[src/rtl/tilt_pkg.sv]
// tilt_pkg: shared widths, register indexes, constants and the cordic angle table
// for the tilt angle alarm. No dependencies.

package tilt_pkg;

   // field widths
   localparam int ACCEL_W     = 16;
   localparam int ROLL_W      = 8;
   localparam int PITCH_W     = 9;
   localparam int ANGLE_W     = 9;   // signed angle, -180..180
   localparam int PITCH_EXT_W = 10;  // signed pitch after offset, -13..347
   localparam int ROUND_W     = 7;   // first quadrant angle, 0..90
   localparam int CSR_DATA_W  = 9;
   localparam int CSR_INDEX_W = 2;

   // configuration register indexes
   typedef enum logic [CSR_INDEX_W-1:0] {
      CSR_ROLL_DANGER   = 2'd0,
      CSR_PITCH_DANGER  = 2'd1,
      CSR_ROLL_WARNING  = 2'd2,
      CSR_PITCH_WARNING = 2'd3
   } csr_index_type;

   // register reset values
   localparam logic [ROLL_W-1:0]  ROLL_DANGER_RST   = 8'd20;
   localparam logic [PITCH_W-1:0] PITCH_DANGER_RST  = 9'd25;
   localparam logic [ROLL_W-1:0]  ROLL_WARNING_RST  = 8'd15;
   localparam logic [PITCH_W-1:0] PITCH_WARNING_RST = 9'd20;

   // angle constants
   localparam int PRE_SHIFT        = 16;
   localparam int RIGHT_ANGLE      = 90;
   localparam int HALF_TURN        = 180;
   localparam int FULL_TURN        = 360;
   localparam int PITCH_OFFSET     = 167;
   localparam int PITCH_FOLD_LIMIT = 300;

   // sign and zero flags of the operands, carried down the cordic pipe
   typedef struct packed {
      logic num_neg;
      logic den_neg;
      logic num_zero;
   } quad_type;

   // atan(2^-i) in nanodegrees
   localparam int ATAN_TABLE_LEN = 24;
   localparam logic [63:0] NANODEG_PER_DEG = 64'd1000000000;
   localparam logic [63:0] ATAN_NANODEG [ATAN_TABLE_LEN] = '{
      64'd45000000000, 64'd26565051177, 64'd14036243467, 64'd7125016349,
      64'd3576334375,  64'd1789910608,  64'd895173710,   64'd447614171,
      64'd223810500,   64'd111905677,   64'd55952892,    64'd27976453,
      64'd13988227,    64'd6994114,     64'd3497057,     64'd1748528,
      64'd874264,      64'd437132,      64'd218566,      64'd109283,
      64'd54642,       64'd27321,       64'd13660,       64'd6830
   };

   // rotation angle of one cordic step in degrees with frac fraction bits
   function automatic logic [63:0] atan_step(input int idx, input int frac);
      return (ATAN_NANODEG[idx] << frac) / NANODEG_PER_DEG;
   endfunction

   // cycles from the operand inputs of the cordic unit to its angle register
   function automatic int cordic_latency(input int frac);
      return frac + 3;
   endfunction

endpackage

[src/rtl/tilt_cordic.sv]
// tilt_cordic: pipelined vectoring cordic atan2 in whole degrees, one sample per cycle.
// Depends on tilt_pkg.

module tilt_cordic
   import tilt_pkg::*;
#(
   parameter int FRAC_BITS = 16
) (
   input  logic                      clock,
   input  logic signed [ACCEL_W-1:0] num,
   input  logic signed [ACCEL_W-1:0] den,
   output logic signed [ANGLE_W-1:0] angle
);

   localparam int N_ITER = FRAC_BITS;
   localparam int MAG_W  = ACCEL_W + 1;
   localparam int DW     = MAG_W + PRE_SHIFT + 3;
   localparam int ZW     = FRAC_BITS + 9;
   localparam logic signed [ZW-1:0] Z_LIMIT = ZW'(longint'(RIGHT_ANGLE) << FRAC_BITS);
   localparam logic signed [ZW-1:0] Z_HALF  = ZW'(longint'(1) << (FRAC_BITS - 1));
   localparam logic signed [ANGLE_W-1:0] ANGLE_HALF_TURN = ANGLE_W'(HALF_TURN);

   logic signed [DW-1:0] x_ff [0:N_ITER];
   logic signed [DW-1:0] y_ff [0:N_ITER];
   logic signed [ZW-1:0] z_ff [0:N_ITER];
   quad_type             quad_ff [0:N_ITER + 1];

   logic [MAG_W-1:0] num_mag;
   logic [MAG_W-1:0] den_mag;
   quad_type         quad_in;

   // operand magnitudes and quadrant flags
   always_comb begin
      num_mag = num[ACCEL_W-1] ? (MAG_W'(0) - MAG_W'(num)) : MAG_W'(num);
      den_mag = den[ACCEL_W-1] ? (MAG_W'(0) - MAG_W'(den)) : MAG_W'(den);
      quad_in.num_neg  = num[ACCEL_W-1];
      quad_in.den_neg  = den[ACCEL_W-1];
      quad_in.num_zero = (num == '0);
   end

   always_ff @(posedge clock) begin
      x_ff[0]    <= {{(DW-MAG_W-PRE_SHIFT){1'b0}}, den_mag, {PRE_SHIFT{1'b0}}};
      y_ff[0]    <= {{(DW-MAG_W-PRE_SHIFT){1'b0}}, num_mag, {PRE_SHIFT{1'b0}}};
      z_ff[0]    <= '0;
      quad_ff[0] <= quad_in;
   end

   // one rotation per stage, driving y toward zero
   for (genvar k = 0; k < N_ITER; k++) begin : g_iter
      localparam logic signed [ZW-1:0] STEP = ZW'(atan_step(k, FRAC_BITS));
      logic signed [DW-1:0] dx;
      logic signed [DW-1:0] dy;
      logic signed [DW-1:0] x_in;
      logic signed [DW-1:0] y_in;
      logic signed [ZW-1:0] z_in;

      always_comb begin
         dx = y_ff[k] >>> k;
         dy = x_ff[k] >>> k;
         if (!y_ff[k][DW-1] && (y_ff[k] != '0)) begin
            x_in = x_ff[k] + dx;
            y_in = y_ff[k] - dy;
            z_in = z_ff[k] + STEP;
         end else begin
            x_in = x_ff[k] - dx;
            y_in = y_ff[k] + dy;
            z_in = z_ff[k] - STEP;
         end
      end

      always_ff @(posedge clock) begin
         x_ff[k+1]    <= x_in;
         y_ff[k+1]    <= y_in;
         z_ff[k+1]    <= z_in;
         quad_ff[k+1] <= quad_ff[k];
      end
   end

   // clamp to the first quadrant and round to whole degrees
   logic signed [ZW-1:0] z_clamp;
   logic signed [ZW-1:0] z_round;
   logic [ROUND_W-1:0]   t_in;
   logic [ROUND_W-1:0]   t_ff;

   always_comb begin
      if (z_ff[N_ITER][ZW-1]) begin
         z_clamp = '0;
      end else if (z_ff[N_ITER] > Z_LIMIT) begin
         z_clamp = Z_LIMIT;
      end else begin
         z_clamp = z_ff[N_ITER];
      end
      z_round = z_clamp + Z_HALF;
      t_in    = quad_ff[N_ITER].num_zero ? '0 : z_round[FRAC_BITS +: ROUND_W];
   end

   always_ff @(posedge clock) begin
      t_ff              <= t_in;
      quad_ff[N_ITER+1] <= quad_ff[N_ITER];
   end

   // restore the quadrant
   logic signed [ANGLE_W-1:0] t_ext;
   logic signed [ANGLE_W-1:0] ang_half;
   logic signed [ANGLE_W-1:0] angle_in;
   logic signed [ANGLE_W-1:0] angle_ff;

   always_comb begin
      t_ext    = ANGLE_W'(t_ff);
      ang_half = quad_ff[N_ITER+1].den_neg ? (ANGLE_HALF_TURN - t_ext) : t_ext;
      angle_in = quad_ff[N_ITER+1].num_neg ? (ANGLE_W'(0) - ang_half) : ang_half;
   end

   always_ff @(posedge clock) begin
      angle_ff <= angle_in;
   end

   assign angle = angle_ff;

endmodule

[config.mk]
export PLATFORM = sky130hd
export DESIGN_NAME = tilt_cordic
export DESIGN_NICKNAME = d
export VERILOG_FILES = /design/src/rtl/tilt_pkg.sv /design/src/rtl/tilt_cordic.sv
export SDC_FILE = /design/constraint.sdc
export NUM_CORES = 2
export LEC_CHECK = 0
export CAP_MARGIN = 20
export CELL_PAD_IN_SITES_DETAIL_PLACEMENT = 1
export CELL_PAD_IN_SITES_GLOBAL_PLACEMENT = 2
export CORE_UTILIZATION = 38
export CTS_CLUSTER_SIZE = 16
export DETAILED_ROUTE_END_ITERATION = 7
export DONT_BUFFER_PORTS = 1
export GPL_TIMING_DRIVEN = 0
export HOLD_SLACK_MARGIN = 0.1
export PLACE_DENSITY_LB_ADDON = 0.1
export SYNTH_ARGS = -nofsm -noshare
export SYNTH_HDL_FRONTEND = slang
export SYNTH_SLANG_ARGS = --single-unit
[constraint.sdc]
create_clock -name clock -period 9.3 [get_ports clock]
set_clock_uncertainty 0.05 [all_clocks]
set_input_delay 1.395 -clock clock [delete_from_list [all_inputs] [get_ports clock]]
set_output_delay 1.395 -clock clock [all_outputs]
set_load 0.02 [all_outputs]
Word-level counts from Yosys, hierarchy flattened
Memories as Yosys holds them, arrays and structs flattened.
Index checks and enable logic that the tools add are counted.
{"block": "classes", "order_cmp": 1, "n_addsub": 100, "mux": 54, "n_reduce_logical": 49}
{"operator": "two-way mux 36 bit", "n": 32}
{"operator": "nonzero test 36 bit", "n": 16}
{"operator": "two-way mux 25 bit", "n": 16}
{"operator": "adder 36 x 21 -> 36 bit", "n": 2}
{"operator": "adder 36 x 22 -> 36 bit", "n": 2}
{"operator": "adder 36 x 23 -> 36 bit", "n": 2}
{"operator": "adder 36 x 24 -> 36 bit", "n": 2}
{"operator": "adder 36 x 25 -> 36 bit", "n": 2}
{"operator": "adder 36 x 26 -> 36 bit", "n": 2}
{"operator": "adder 36 x 27 -> 36 bit", "n": 2}
{"operator": "adder 36 x 28 -> 36 bit", "n": 2}
{"operator": "adder 36 x 29 -> 36 bit", "n": 2}
{"operator": "adder 36 x 30 -> 36 bit", "n": 2}
{"operator": "adder 36 x 31 -> 36 bit", "n": 2}
{"operator": "adder 36 x 32 -> 36 bit", "n": 2}
{"operator": "adder 36 x 33 -> 36 bit", "n": 2}
{"operator": "adder 36 x 34 -> 36 bit", "n": 2}
{"operator": "adder 36 x 35 -> 36 bit", "n": 2}
{"operator": "subtractor 36 x 21 -> 36 bit", "n": 2}
{"operator": "subtractor 36 x 22 -> 36 bit", "n": 2}
{"operator": "subtractor 36 x 23 -> 36 bit", "n": 2}
{"operator": "subtractor 36 x 24 -> 36 bit", "n": 2}
{"operator": "subtractor 36 x 25 -> 36 bit", "n": 2}
{"operator": "subtractor 36 x 26 -> 36 bit", "n": 2}
{"operator": "54 further kinds", "n": 98}
{"block": "totals", "ramBits": 1703, "memories": 4, "elab_cells": 210, "register_bits": 16}
{"name": "x_ff", "words": 17, "word_bits": 36, "rd": 16, "rd_ports_with_merged_regs": 0, "wr": 17, "line": "tilt_cordic.sv:23", "source": "logic signed [DW-1:0] x_ff [0:N_ITER];"}
{"name": "y_ff", "words": 17, "word_bits": 36, "rd": 16, "rd_ports_with_merged_regs": 0, "wr": 17, "line": "tilt_cordic.sv:24", "source": "logic signed [DW-1:0] y_ff [0:N_ITER];"}
{"name": "z_ff", "words": 17, "word_bits": 25, "rd": 17, "rd_ports_with_merged_regs": 0, "wr": 17, "line": "tilt_cordic.sv:25", "source": "logic signed [ZW-1:0] z_ff [0:N_ITER];"}
{"name": "quad_ff", "words": 18, "word_bits": 3, "rd": 18, "rd_ports_with_merged_regs": 0, "wr": 18, "line": "tilt_cordic.sv:26", "source": "quad_type quad_ff [0:N_ITER + 1];"}

Logic depth before layout (Yosys ltp)
An unclocked memory read counts as a cell.
{"block": "logic_depth", "depth_word": 5, "depth_mapped": 29, "ltp_nobuf": 26}

Least setup slack after synthesis
OpenSTA, ideal clock, no wires.
{"block": "synth_path", "path_type": "reg2reg", "start": "memory y_ff[0][229] (netlist name)", "end": "memory x_ff[0][286] (netlist name)", "stages_incl_launch_ff": 23, "setup_slack_ns": 2.548, "setup_time_ns": 0.062, "period_less_slack_ns": 6.752, "t_arrival_ns": 6.640, "path_cell_list": "dfxtp_1 -> or4_1 -> or3_1 -> or4_1 -> or3_1 -> nor3_1 -> or2_2 -> clkbuf_1 -> clkbuf_1 -> nand2_1 -> xnor2_1 -> ha_1 -> a21oi_1 -> o21bai_1 -> a2111oi_0 -> or4b_2 -> a211oi_1 -> o21a_1 -> o41a_1 -> a211oi_1 -> o21ai_0 -> or4b_2 -> nand3_1"}
{"element": "from (decl)", "line": "tilt_cordic.sv:24"}
{"element": "to (decl)", "line": "tilt_cordic.sv:23"}

==> flow_metrics.tcl <==
set metrics [dict create \
    cp-end-kind "flip-flop" \
    drv_cap 0 \
    setup_viol 0 \
    die_w_um 508 \
    worst_pin_slew_ns 1.24 \
    hp-class "flip-flop to flip-flop" \
    post_cts_buffers 0 \
    post-route-drc-count 0 \
    die_area_sq_um 258000 \
    ios 42 \
    vias_per_cell 5.53 \
    initial_core_util 0.383 \
    drt-initial-drc-count 3919 \
    hold_buffers 0 \
    drv_slew 0 \
    period_share 0.938 \
    tritoncts "done" \
    syn_area_sq_um 97300 \
    multi_input_area_sq_um 67800 \
    regArea_sq_um 27100 \
    fin_util 0.424 \
    dp_hpwl_um 267000 \
    clockRootBuffer "clkbuf_16" \
    layout_setup_ws_ns 0.578 \
    cts_buffers 162 \
    ys_seq_elements 1353 \
    grt_util_all_layers 0.244 \
    wl_per_cell_um 21.2 \
    layout.nets 13000 \
    synth_cells 11400 \
    syn_area_per_cell_sq_um 8.51 \
    grt_max_degree 29 \
    startpoint_type "flip-flop" \
    grt_pass1_vias 86100 \
    ctsLongestPathBuffers 3 \
    relSlewSlack 0.168 \
    drive_above_1_share 0.0412 \
    num_vias 83900 \
    crit_arrival_ns 9.42 \
    coreArea_sq_um 254000 \
    cp_data_required_time_ns 10.00 \
    ys_seq_area_frac 0.278 \
    worstPathMaxFanout 9 \
    gp_congestion 0.913 \
    whs_ns 0.267 \
    rsz0062_at_grt "false" \
    grt_antenna_before_repair 15 \
    fp-row-count 185 \
    status "finished, final reports clean" \
    worstSkewPairLatency_ns 0.84 \
    final_common_cell "dfxtp_1" \
    nFillCells 29900 \
    fmax_ghz 0.115 \
    ys.flop_type "dfxtp_1" \
    dr.pass1.iters 7 \
    grt_overflow 0 \
    wirelength_um 322000 \
    area_growth_pct 10.7 \
    synthArstFlopShare 0 \
    ant_nets 0 \
    port_buffers 0 \
    cts_max_level 4 \
    post_cts_resized 0 \
    numClockSinks 1353 \
    yosysWarnings 0 \
    grt_pass1_wl_um 499000 \
    crit_type "flip-flop to flip-flop" \
    synth_edf_count 0 \
    min_period_ns 8.72 \
    hold_violations 0 \
    yosysUniqueCellTypes 100 \
    fp.dieH_um 508 \
    pre_cts_ws_ns 0.679 \
    layout_common_cells "dfxtp_1 (1,353), ha_1 (1,221), xnor2_1 (1,121)" \
    cts.clk_slew.worst_paths_ns 0.06 \
]
==> routing by layer <==
metal  routed length, um  global-route usage  up-vias
met1              152000               0.322    40900
met4                9200              0.0703        6
met5                  46                   0        -
met3               10000              0.0253      344
met2              151000               0.416     1128
li1                    -                   -    41500
==> worst paths after layout <==
check                 from             to  slack, ns  cells past startpoint
min          quad_ff[8][0]  quad_ff[9][0]       0.27                      0
min reg2reg  quad_ff[8][0]  quad_ff[9][0]       0.27                      0
max           y_ff[0][230]   x_ff[0][286]       0.58                     25
max reg2reg   y_ff[0][230]   x_ff[0][286]       0.58                     25
==> Yosys cell counts (20+ instances only) <==
cell type  instances  area share
xor2_1           534       0.048
nor2_1           924       0.036
mux2i_1           55      0.0057
and3_1           101      0.0065
nand2b_1         179       0.012
o211ai_1          47      0.0036
nand3_1          231       0.012
fa_1              38      0.0078
or4_1             77      0.0059
o21ai_0          652       0.034
inv_1            513       0.020
o21a_1           126      0.0097
a21boi_0          68      0.0052
nor3_1           303       0.016
nand4_1           63      0.0041
a2111oi_0         29      0.0026
nor2b_1          135      0.0087
or2_2             67      0.0043
a211oi_1          87      0.0067
o31ai_1          191       0.015
o31a_1            21      0.0019
xnor2_1         1121        0.10
a31o_2            38      0.0034
a221oi_1          23      0.0021
o41ai_1           74      0.0067
or3_1            121      0.0078
nor4_1           104      0.0067
a21oi_1          992       0.051
a21o_1           461       0.036
nor3b_1           20      0.0015
a31oi_1           77      0.0050
ha_1            1221        0.16
a211o_1           36      0.0032
dfxtp_1         1353        0.28
o21bai_1         164       0.013
nand2_1          676       0.026
and2_1            61      0.0039
clkbuf_1         135      0.0052
==> worst max-delay path, stage by stage (launching register included) <==
cell and delay, ns:
dfxtp_1 0.39, or4_1 0.58, or3_1 0.39, or4_1 0.58, or3_1 0.39, nor3_1 0.27
or2_2 0.17, clkbuf_1 0.55, inv_1 0.12, clkbuf_1 0.39, buf_8 0.29, nor2_1 0.11
xor2_1 0.35, ha_1 0.31, a21o_1 0.18, a21oi_1 0.23, o21bai_1 0.15, a2111oi_0 0.60
or4b_2 0.30, a211oi_1 0.13, o21a_1 0.25, o41a_1 0.36, a211oi_1 0.43, o21ai_0 0.27
or4b_2 0.67, nand3_1 0.12
==> sequential cells by signal, indices dropped and copies added, names as in the netlist <==
signal   count
angle        9
quad_ff     53
t_ff         7
x_ff       440
y_ff       496
z_ff       348
==> logic make-up after synthesis <==
kind of cell | after synthesis | share of synthesized area
flip-flops | 1353 | 0.278
adder cells (fa/ha/maj) | 1259 | 0.165
multiplexers | 68 | 0.00716
AND/OR/NAND/NOR | 3145 | 0.158
other | 1 | 0.0000385
XOR/XNOR | 1655 | 0.149
buffers and inverters | 679 | 0.0264
AO/OA/AOI/OAI | 3280 | 0.217
==> final cells by class <==
| class | instances | share of cell area |
|---|---|---|
| buffer | 158 | 0.00585 |
| antenna | 3 | 0.0000697 |
| clock buffer | 214 | 0.0430 |
| tap | 3366 | 0.0391 |
| inverter | 521 | 0.0181 |
| timing repair buffer | 22 | 0.00258 |
| multi-input combinational | 9451 | 0.629 |
| sequential | 1353 | 0.251 |
| clock inverter | 83 | 0.0106 |
==> per-stage QoR <==
stage | area [sq um] | std cells | setup TNS, ns
detailed placement | 102000 | 14900 | 0
CTS | 108000 | 15200 | 0
global placement | 102000 | 14800 | -6.09
global route | 108000 | 15200 | 0
finish | 108000 | 15200 | 0
floorplan | 97500 | 11500 | 0
Power is left out: the tool's default activity adds up to more than one toggle a clock period on the data nets, which glitch-free logic cannot reach.
